## src/fbfl_pkg.sv

```systemverilog
package fbfl_pkg;

   localparam int BLOCK_SIZE_W = 13;
   localparam int INDEX_W      = 8;
   localparam int OFFSET_W     = 20;
   localparam int FREE_W       = 9;
   localparam int STATUS_W     = 2;

   localparam logic [BLOCK_SIZE_W-1:0] BLOCK_SIZE_RESET = 13'd64;

   localparam logic FUNC_ALLOC = 1'b0;
   localparam logic FUNC_FREE  = 1'b1;

   localparam logic [STATUS_W-1:0] STATUS_DONE   = 2'd0;
   localparam logic [STATUS_W-1:0] STATUS_EMPTY  = 2'd1;
   localparam logic [STATUS_W-1:0] STATUS_REJECT = 2'd2;

   typedef enum logic [1:0] {
      ST_INIT,
      ST_IDLE,
      ST_LINK
   } state_type;

   typedef enum logic [2:0] {
      RSP_NONE,
      RSP_EMPTY,
      RSP_REJECT,
      RSP_FREED,
      RSP_GRANT
   } rsp_sel_type;

   typedef struct packed {
      logic        init_step;
      logic        push;
      logic        pop;
      rsp_sel_type rsp_load;
   } cmd_type;

   typedef struct packed {
      logic init_last;
      logic alloc_ok;
      logic free_ok;
   } stat_type;

endpackage

```

## src/fbfl_req_if.sv

```systemverilog
interface fbfl_req_if;
   import fbfl_pkg::*;

   logic               valid;
   logic               ready;
   logic               func;
   logic [INDEX_W-1:0] block_index;

   modport source (output valid, output func, output block_index, input ready);
   modport sink (input valid, input func, input block_index, output ready);

endinterface

```

## src/fbfl_rsp_if.sv

```systemverilog
interface fbfl_rsp_if;
   import fbfl_pkg::*;

   logic                valid;
   logic                ready;
   logic [STATUS_W-1:0] status;
   logic [INDEX_W-1:0]  granted_index;
   logic [OFFSET_W-1:0] byte_offset;
   logic [FREE_W-1:0]   blocks_free;

   modport source (
      output valid, output status, output granted_index, output byte_offset,
      output blocks_free, input ready
   );
   modport sink (
      input valid, input status, input granted_index, input byte_offset,
      input blocks_free, output ready
   );

endinterface

```

## src/fbfl_ctrl.sv

```systemverilog
module fbfl_ctrl (
   input  logic               clock,
   input  logic               reset,
   input  logic               req_valid,
   input  logic               req_func,
   output logic               req_ready,
   input  logic               rsp_ready,
   output logic               rsp_valid,
   input  fbfl_pkg::stat_type stat,
   output fbfl_pkg::cmd_type  cmd
);
   import fbfl_pkg::*;

   state_type state_ff;
   state_type state_in;
   logic      rsp_valid_ff;
   logic      rsp_valid_in;
   logic      out_free;
   logic      accept;

   assign out_free  = !rsp_valid_ff || rsp_ready;
   assign req_ready = (state_ff == ST_IDLE) && out_free;
   assign accept    = req_valid && req_ready;
   assign rsp_valid = rsp_valid_ff;

   always_ff @(posedge clock) begin
      if (reset) begin
         state_ff     <= ST_INIT;
         rsp_valid_ff <= 1'b0;
      end else begin
         state_ff     <= state_in;
         rsp_valid_ff <= rsp_valid_in;
      end
   end

   always_comb begin
      state_in      = state_ff;
      cmd.init_step = 1'b0;
      cmd.push      = 1'b0;
      cmd.pop       = 1'b0;
      cmd.rsp_load  = RSP_NONE;
      unique case (state_ff)
         ST_INIT: begin
            cmd.init_step = 1'b1;
            if (stat.init_last) begin
               state_in = ST_IDLE;
            end
         end
         ST_IDLE: begin
            if (accept) begin
               if (req_func == FUNC_ALLOC) begin
                  if (stat.alloc_ok) begin
                     state_in = ST_LINK;
                  end else begin
                     cmd.rsp_load = RSP_EMPTY;
                  end
               end else if (stat.free_ok) begin
                  cmd.push     = 1'b1;
                  cmd.rsp_load = RSP_FREED;
               end else begin
                  cmd.rsp_load = RSP_REJECT;
               end
            end
         end
         ST_LINK: begin
            // link word of the old head is now out of the memory
            cmd.pop      = 1'b1;
            cmd.rsp_load = RSP_GRANT;
            state_in     = ST_IDLE;
         end
         default: begin
            state_in = ST_INIT;
         end
      endcase
   end

   always_comb begin
      rsp_valid_in = rsp_valid_ff && !rsp_ready;
      if (cmd.rsp_load != RSP_NONE) begin
         rsp_valid_in = 1'b1;
      end
   end

endmodule

```

## src/fbfl_datapath.sv

```systemverilog
module fbfl_datapath #(
   parameter int BLOCK_COUNT = 256
) (
   input  logic                                   clock,
   input  logic                                   reset,
   input  logic                                   csr_wr_en,
   input  logic [fbfl_pkg::BLOCK_SIZE_W-1:0]      csr_wr_data,
   input  logic [fbfl_pkg::INDEX_W-1:0]           req_block_index,
   input  fbfl_pkg::cmd_type                      cmd,
   output fbfl_pkg::stat_type                     stat,
   output logic [fbfl_pkg::STATUS_W-1:0]          rsp_status,
   output logic [fbfl_pkg::INDEX_W-1:0]           rsp_granted_index,
   output logic [fbfl_pkg::OFFSET_W-1:0]          rsp_byte_offset,
   output logic [fbfl_pkg::FREE_W-1:0]            rsp_blocks_free
);
   import fbfl_pkg::*;

   localparam int AW = $clog2(BLOCK_COUNT);
   localparam int HW = $clog2(BLOCK_COUNT + 1);
   localparam int PW = AW + BLOCK_SIZE_W;
   localparam logic [HW-1:0] COUNT_FULL = HW'(BLOCK_COUNT);
   localparam logic [AW-1:0] LAST_ADDR  = AW'(BLOCK_COUNT - 1);

   logic [HW-1:0] link_mem [BLOCK_COUNT];
   logic [HW-1:0] link_rd_ff;

   logic [AW-1:0]           init_cnt_ff;
   logic [AW-1:0]           init_cnt_in;
   logic [HW-1:0]           head_ff;
   logic [HW-1:0]           head_in;
   logic [HW-1:0]           count_ff;
   logic [HW-1:0]           count_in;
   logic [BLOCK_SIZE_W-1:0] block_size_ff;
   logic [BLOCK_SIZE_W-1:0] block_size_in;

   logic [STATUS_W-1:0] status_ff;
   logic [STATUS_W-1:0] status_in;
   logic [INDEX_W-1:0]  index_ff;
   logic [INDEX_W-1:0]  index_in;
   logic [OFFSET_W-1:0] offset_ff;
   logic [OFFSET_W-1:0] offset_in;
   logic [FREE_W-1:0]   free_ff;
   logic [FREE_W-1:0]   free_in;

   logic [AW-1:0] head_addr;
   logic [AW-1:0] free_addr;
   logic [PW-1:0] product;

   assign head_addr = head_ff[AW-1:0];
   assign free_addr = AW'(req_block_index);
   assign product   = PW'(head_addr) * PW'(block_size_ff);

   assign stat.init_last = (init_cnt_ff == LAST_ADDR);
   assign stat.alloc_ok  = (count_ff != '0) && (head_ff < COUNT_FULL);
   assign stat.free_ok   = (count_ff < COUNT_FULL)
                        && ({24'd0, req_block_index} < 32'(BLOCK_COUNT));

   // link memory, initialized by a sweep after reset
   always_ff @(posedge clock) begin
      if (cmd.init_step) begin
         link_mem[init_cnt_ff] <= HW'(init_cnt_ff) + HW'(1);
      end else if (cmd.push) begin
         link_mem[free_addr] <= head_ff;
      end
      link_rd_ff <= link_mem[head_addr];
   end

   always_ff @(posedge clock) begin
      if (reset) begin
         init_cnt_ff   <= '0;
         head_ff       <= '0;
         count_ff      <= COUNT_FULL;
         block_size_ff <= BLOCK_SIZE_RESET;
      end else begin
         init_cnt_ff   <= init_cnt_in;
         head_ff       <= head_in;
         count_ff      <= count_in;
         block_size_ff <= block_size_in;
      end
   end

   always_ff @(posedge clock) begin
      status_ff <= status_in;
      index_ff  <= index_in;
      offset_ff <= offset_in;
      free_ff   <= free_in;
   end

   always_comb begin
      init_cnt_in   = cmd.init_step ? init_cnt_ff + AW'(1) : init_cnt_ff;
      block_size_in = csr_wr_en ? csr_wr_data : block_size_ff;
      head_in       = head_ff;
      count_in      = count_ff;
      if (cmd.push) begin
         head_in  = HW'(req_block_index);
         count_in = count_ff + HW'(1);
      end else if (cmd.pop) begin
         head_in  = link_rd_ff;
         count_in = count_ff - HW'(1);
      end
   end

   always_comb begin
      status_in = status_ff;
      index_in  = index_ff;
      offset_in = offset_ff;
      free_in   = free_ff;
      case (cmd.rsp_load)
         RSP_EMPTY: begin
            status_in = STATUS_EMPTY;
            index_in  = '0;
            offset_in = '0;
            free_in   = FREE_W'(count_ff);
         end
         RSP_REJECT: begin
            status_in = STATUS_REJECT;
            index_in  = '0;
            offset_in = '0;
            free_in   = FREE_W'(count_ff);
         end
         RSP_FREED: begin
            status_in = STATUS_DONE;
            index_in  = '0;
            offset_in = '0;
            free_in   = FREE_W'(count_ff + HW'(1));
         end
         RSP_GRANT: begin
            status_in = STATUS_DONE;
            index_in  = INDEX_W'(head_ff);
            offset_in = OFFSET_W'(product);
            free_in   = FREE_W'(count_ff - HW'(1));
         end
         default: begin
         end
      endcase
   end

   assign rsp_status        = status_ff;
   assign rsp_granted_index = index_ff;
   assign rsp_byte_offset   = offset_ff;
   assign rsp_blocks_free   = free_ff;

endmodule

```

## src/fixed_block_free_list_allocator.sv

```systemverilog
// Pool of BLOCK_COUNT equal-size blocks kept on a free list with one link word per
// block in a synchronous memory. A free request is answered from the idle state; an
// allocate also passes the link state, since the head's link word has to come out of
// the link memory before the head can move; one request is in work at a time, and a
// new request is taken while the previous result is being taken. After reset the
// block sweeps each link entry with req ready low; csr writes are taken at any time.
module fixed_block_free_list_allocator #(
   parameter int BLOCK_COUNT = 256
) (
   input  logic                              clock,
   input  logic                              reset,
   input  logic                              csr_wr_en,
   input  logic [fbfl_pkg::BLOCK_SIZE_W-1:0] csr_wr_data,
   fbfl_req_if.sink                          req_chan,
   fbfl_rsp_if.source                        rsp_chan
);
   import fbfl_pkg::*;

   cmd_type  cmd;
   stat_type stat;

   fbfl_ctrl u_ctrl (
      .clock     (clock),
      .reset     (reset),
      .req_valid (req_chan.valid),
      .req_func  (req_chan.func),
      .req_ready (req_chan.ready),
      .rsp_ready (rsp_chan.ready),
      .rsp_valid (rsp_chan.valid),
      .stat      (stat),
      .cmd       (cmd)
   );

   fbfl_datapath #(
      .BLOCK_COUNT (BLOCK_COUNT)
   ) u_datapath (
      .clock             (clock),
      .reset             (reset),
      .csr_wr_en         (csr_wr_en),
      .csr_wr_data       (csr_wr_data),
      .req_block_index   (req_chan.block_index),
      .cmd               (cmd),
      .stat              (stat),
      .rsp_status        (rsp_chan.status),
      .rsp_granted_index (rsp_chan.granted_index),
      .rsp_byte_offset   (rsp_chan.byte_offset),
      .rsp_blocks_free   (rsp_chan.blocks_free)
   );

`ifndef SYNTHESIS
   a_accept_needs_room: assert property (@(posedge clock) disable iff (reset)
      (req_chan.valid && req_chan.ready) |-> (!rsp_chan.valid || rsp_chan.ready))
      else $error("request taken while a result is blocked");

   a_pop_after_alloc: assert property (@(posedge clock) disable iff (reset)
      cmd.pop |-> $past(req_chan.valid && req_chan.ready && req_chan.func == FUNC_ALLOC))
      else $error("pop without an accepted allocate");

   a_push_leaves_block: assert property (@(posedge clock) disable iff (reset)
      cmd.push |=> stat.alloc_ok)
      else $error("pool not allocatable after a free");

   a_no_request_in_init: assert property (@(posedge clock) disable iff (reset)
      req_chan.ready |-> !cmd.init_step)
      else $error("request ready during link sweep");
`endif

endmodule
```

## src/flat_wrapper.sv

```systemverilog
// flat-port wrapper written by rule: the top's interface ports become plain ports
module fixed_block_free_list_allocator_flat import fbfl_pkg::*;
#(
   parameter int BLOCK_COUNT = 256
)
  (clock, reset, csr_wr_en, csr_wr_data, req_chan_valid, req_chan_func, req_chan_block_index, req_chan_ready, rsp_chan_valid, rsp_chan_status, rsp_chan_granted_index, rsp_chan_byte_offset, rsp_chan_blocks_free, rsp_chan_ready);
  fbfl_req_if req_chan_i ();
  fbfl_rsp_if rsp_chan_i ();
  input  logic clock;
  input  logic reset;
  input  logic csr_wr_en;
  input  logic [fbfl_pkg::BLOCK_SIZE_W-1:0] csr_wr_data;
  input wire logic [$bits(req_chan_i.valid)-1:0] req_chan_valid;
  input wire logic [$bits(req_chan_i.func)-1:0] req_chan_func;
  input wire logic [$bits(req_chan_i.block_index)-1:0] req_chan_block_index;
  output wire logic [$bits(req_chan_i.ready)-1:0] req_chan_ready;
  output wire logic [$bits(rsp_chan_i.valid)-1:0] rsp_chan_valid;
  output wire logic [$bits(rsp_chan_i.status)-1:0] rsp_chan_status;
  output wire logic [$bits(rsp_chan_i.granted_index)-1:0] rsp_chan_granted_index;
  output wire logic [$bits(rsp_chan_i.byte_offset)-1:0] rsp_chan_byte_offset;
  output wire logic [$bits(rsp_chan_i.blocks_free)-1:0] rsp_chan_blocks_free;
  input wire logic [$bits(rsp_chan_i.ready)-1:0] rsp_chan_ready;
  assign req_chan_i.valid = req_chan_valid;
  assign req_chan_i.func = req_chan_func;
  assign req_chan_i.block_index = req_chan_block_index;
  assign req_chan_ready = req_chan_i.ready;
  assign rsp_chan_valid = rsp_chan_i.valid;
  assign rsp_chan_status = rsp_chan_i.status;
  assign rsp_chan_granted_index = rsp_chan_i.granted_index;
  assign rsp_chan_byte_offset = rsp_chan_i.byte_offset;
  assign rsp_chan_blocks_free = rsp_chan_i.blocks_free;
  assign rsp_chan_i.ready = rsp_chan_ready;
  fixed_block_free_list_allocator #(.BLOCK_COUNT(BLOCK_COUNT)) u_core (.clock(clock), .reset(reset), .csr_wr_en(csr_wr_en), .csr_wr_data(csr_wr_data), .req_chan(req_chan_i), .rsp_chan(rsp_chan_i));
endmodule
```

## config.mk

```make
export PLATFORM = sky130hd
export DESIGN_NAME = fixed_block_free_list_allocator_flat
export DESIGN_NICKNAME = d
export VERILOG_FILES = /design/src/fbfl_pkg.sv /design/src/fbfl_req_if.sv /design/src/fbfl_rsp_if.sv /design/src/fbfl_ctrl.sv /design/src/fbfl_datapath.sv /design/src/fixed_block_free_list_allocator.sv /design/src/flat_wrapper.sv
export SDC_FILE = /design/constraint.sdc
export NUM_CORES = 2
export LEC_CHECK = 0
export ABC_AREA = 1
export ABC_CLOCK_PERIOD_IN_PS = 19700
export BUFFER_PORTS_ARGS = -buffer_cell sky130_fd_sc_hd__buf_2
export CAP_MARGIN = 10
export CORE_ASPECT_RATIO = 0.6
export CORE_MARGIN = 1.5
export CORE_UTILIZATION = 45
export CTS_BUF_LIST = sky130_fd_sc_hd__clkbuf_8
export DETAILED_ROUTE_END_ITERATION = 6
export GPL_TIMING_DRIVEN = 1
export SYNTH_ARGS = -nofsm -noshare
export SYNTH_HDL_FRONTEND = slang
export SYNTH_SLANG_ARGS = --single-unit
export TNS_END_PERCENT = 20
```

## constraint.sdc

```tcl
create_clock -name clock -period 19.7 [get_ports clock]
set_clock_uncertainty 0.15 [all_clocks]
set_input_delay 0.985 -clock clock [delete_from_list [all_inputs] [get_ports clock]]
set_output_delay 0.985 -clock clock [all_outputs]
set_load 0.03 [all_outputs]
```

==> flow_metrics.tcl <==
set metrics [dict create \
    outcome "completed" \
    multi_input_area_mm2 0.02570 \
    synth-seq-cells 2394 \
    finalCriticalPeriod_ns 5.839 \
    h-tree-depth 5 \
    cp_slowest_cell "buf_4" \
    syn_inst 8766 \
    dp.cells 11300 \
    dieArea_mm2 0.2255 \
    cts_tree "done" \
    tightest_slew_ns 1.239 \
    total_power_mw 10.47 \
    placed_cell_area_mm2 0.1030 \
    clk_pin_slew_worst_paths_ns 0.07 \
    rsz0062_at_grt "false" \
    die_y_um 368.5 \
    finalHoldViolCount 0 \
    yosysWarningCount 0 \
    clk_latency_ns 0.98 \
    netlist_top_cells_area "edfxtp_1, nand3_1, nand2_1, clkbuf_1, fa_1" \
    post_cts_buffers 0 \
    hp-class "in2reg" \
    irDropWorstVdd_mv 0.1381 \
    root_buffer "clkbuf_8" \
    core_mm2 0.2202 \
    nFillCells 19580 \
    max-cap-violations 0 \
    antenna_found_initial 5 \
    seqCellArea_mm2 0.07140 \
    grt_max_degree 209 \
    cp-end-kind "register" \
    synthDistinctLibCells 41 \
    path_common_cell "nand3_1" \
    path_buf_inv 4 \
    timing.final.crit_share_pct 29.64 \
    leakage_nw 39.92 \
    yosysSeqAreaShare_pct 71.25 \
    drive_gt1_share_pct 6.913 \
    syn-num-nets 8904 \
    grt_pass1_wl_mm 424.7 \
    cpPeakStageDelay_ns 0.83 \
    nNetsFinal 8815 \
    cp_cell_sequence "inv_8 > buf_4 > buf_4 > buf_4 > nand2_1 > nand3_1 > nand3_1 > nand3_1 > nand3_1 > nand3_1 > nand3_1 > nand2_1 > nand2_1 > nand2_1" \
    wl_per_cell_um 24.32 \
    grt_pass1_vias 64130 \
    dieWidth_um 612.1 \
    cts_buffers 342 \
    clock-sinks 2394 \
    ios 68 \
    synth_edf_count 2343 \
    critPathRequiredTime_ns 20.48 \
    worst-path-max-fanout 124 \
    setup_violations 0 \
    row_count 133 \
    hold_buffers 0 \
    path_class "reg2reg" \
    drv_slew 0 \
    gp_congestion 0.8973 \
    startpoint_type "register" \
    syn_to_final_growth_pct 9.026 \
    worstPathArrival_ns 6.62 \
    track_usage_pct 25.23 \
    ys.flop_type "edfxtp_1" \
    syn_area_mm2 0.1002 \
    viasPerCell 5.731 \
    cts_max_path_buffers 4 \
    ant_nets 0 \
    tns_ns 0 \
    drt_iter0_drc 9654 \
    cts-resized-gates 0 \
    firstDrtPassIters 6 \
    slew_headroom_pct 17.43 \
    wl_mm 289.3 \
    synth_area_leader_cell "edfxtp_1" \
    synthArstFlopShare_pct 0 \
    holdWs_ns 0.09096 \
    synth_top_area_share_pct 70.24 \
    cellPowerDensity_mw_per_mm2 95.86 \
    place.port_buffers 67 \
    vias 68180 \
    design_area_mm2 0.1092 \
    crit_family "buffers and inverters" \
    stdcell_count 11900 \
    initial_core_util_pct 45.50 \
    fmax_mhz 171.3 \
    hpwlAfterDp_mm 161.3 \
    overflow 0 \
    drc 0 \
    avgSynthCellArea_um2 11.43 \
]
## state kept, by name, indices dropped and copies added, names as in the netlist
name,cells
u_core.u_datapath.count_ff,9
u_core.u_ctrl.rsp_valid,1
u_core.u_datapath.block_size_ff,13
u_core.u_datapath.link_rd_ff,9
u_core.u_ctrl.state_ff,2
u_core.u_datapath.rsp_granted_index,8
u_core.u_datapath.head_ff,9
u_core.u_datapath.init_cnt_ff,8
u_core.u_datapath.rsp_blocks_free,9
u_core.u_datapath.link_mem,2304
u_core.u_datapath.rsp_byte_offset,20
u_core.u_datapath.rsp_status,2
## synth_stat cells (6+ instances only)
| cell type | instances |
|---|---|
| ha_1 | 46 |
| nor2_1 | 334 |
| dfxtp_1 | 51 |
| inv_2 | 7 |
| edfxtp_1 | 2343 |
| buf_1 | 97 |
| inv_1 | 249 |
| a31oi_1 | 6 |
| a21oi_1 | 49 |
| xor2_1 | 19 |
| o21ai_0 | 65 |
| fa_1 | 65 |
| nand2_1 | 2583 |
| o21ai_2 | 6 |
| clkbuf_1 | 462 |
| buf_2 | 32 |
| nand3_1 | 2293 |
| nand4_1 | 7 |
| nor3_1 | 8 |
## path summary, 6_finish.rpt
| path | startpoint | to | slack, ns | cells past startpoint |
|---|---|---|---|---|
| setup reg to reg | u_core.u_datapath.head_ff[0] | u_core.u_datapath.link_rd_ff[4] | 13.86 | 14 |
| setup / recovery | u_core.u_datapath.head_ff[0] | u_core.u_datapath.link_rd_ff[4] | 13.86 | 14 |
| hold / removal | csr_wr_data[10] | u_core.u_datapath.block_size_ff[10] | 0.09 | 3 |
| hold reg to reg | u_core.u_ctrl.rsp_valid | u_core.u_ctrl.rsp_valid | 0.36 | 2 |
## worst reg2reg max path: cells and delay by family, from the launching register on
kind          cells  cell delay (ns)
buf+inv           4             3.21
simple gates     10             1.88
flops             1             0.59
## layout by cell type, fill, tap and decap left out, types with 58 or more instances in the layout
cell | netlist | routed
nand3_1 | 2293 | 2289
o21ai_0 | 65 | 58
clkinv_1 | 0 | 71
edfxtp_1 | 2343 | 2343
nand2_1 | 2583 | 2579
clkbuf_8 | 0 | 358
nor2_1 | 334 | 334
fa_1 | 65 | 65
buf_2 | 32 | 67
inv_1 | 249 | 364
buf_4 | 1 | 79
## layer usage
| layer | GRT usage [%] | up-vias | part of all wire [%] |
|---|---|---|---|
| li1 | - | 30520 | - |
| met1 | 38.98 | 33480 | 45 |
| met2 | 34.28 | 3718 | 41 |
| met3 | 7.916 | 457 | 12 |
| met4 | 5.951 | 2 | 2.2 |
| met5 | 0.1916 | - | 0.022 |
## cell families after synthesis
logic type,count (synthesis),share of synthesized area [%]
buf+inv,849,3.226
compound gates,153,0.8743
fa+ha+maj,111,1.874
simple gates,5237,22.58
flops,2394,71.25
xor+xnor,22,0.1924
## through the flow
stage,utilization [%],setup slack [ns]
after CTS,49.61,13.99
after detailed placement,46.79,13.91
after global routing,49.61,13.56
after floorplan,-,5.252
final,49.61,13.86
after global placement,46.79,13.93
## where the power goes
group | switching [mW] | total (mW) | internal, mW
Clock | 1.91 | 3.75 | 1.83
Sequential | 0.0309 | 5.95 | 5.92
Combinational | 0.689 | 0.771 | 0.0819
## layout make-up
| type | count | area share (%) |
|---|---|---|
| clock buffers | 358 | 4.511 |
| inverters | 256 | 0.9062 |
| repair buffers | 160 | 1.107 |
| multi-input cells | 5523 | 23.53 |
| clock inverters | 234 | 1.164 |
| flip-flops and latches | 2394 | 65.37 |
| well taps | 2970 | 3.403 |
| diodes | 1 | 0.002291 |
Note: power is estimated with default switching activity, not from simulation.
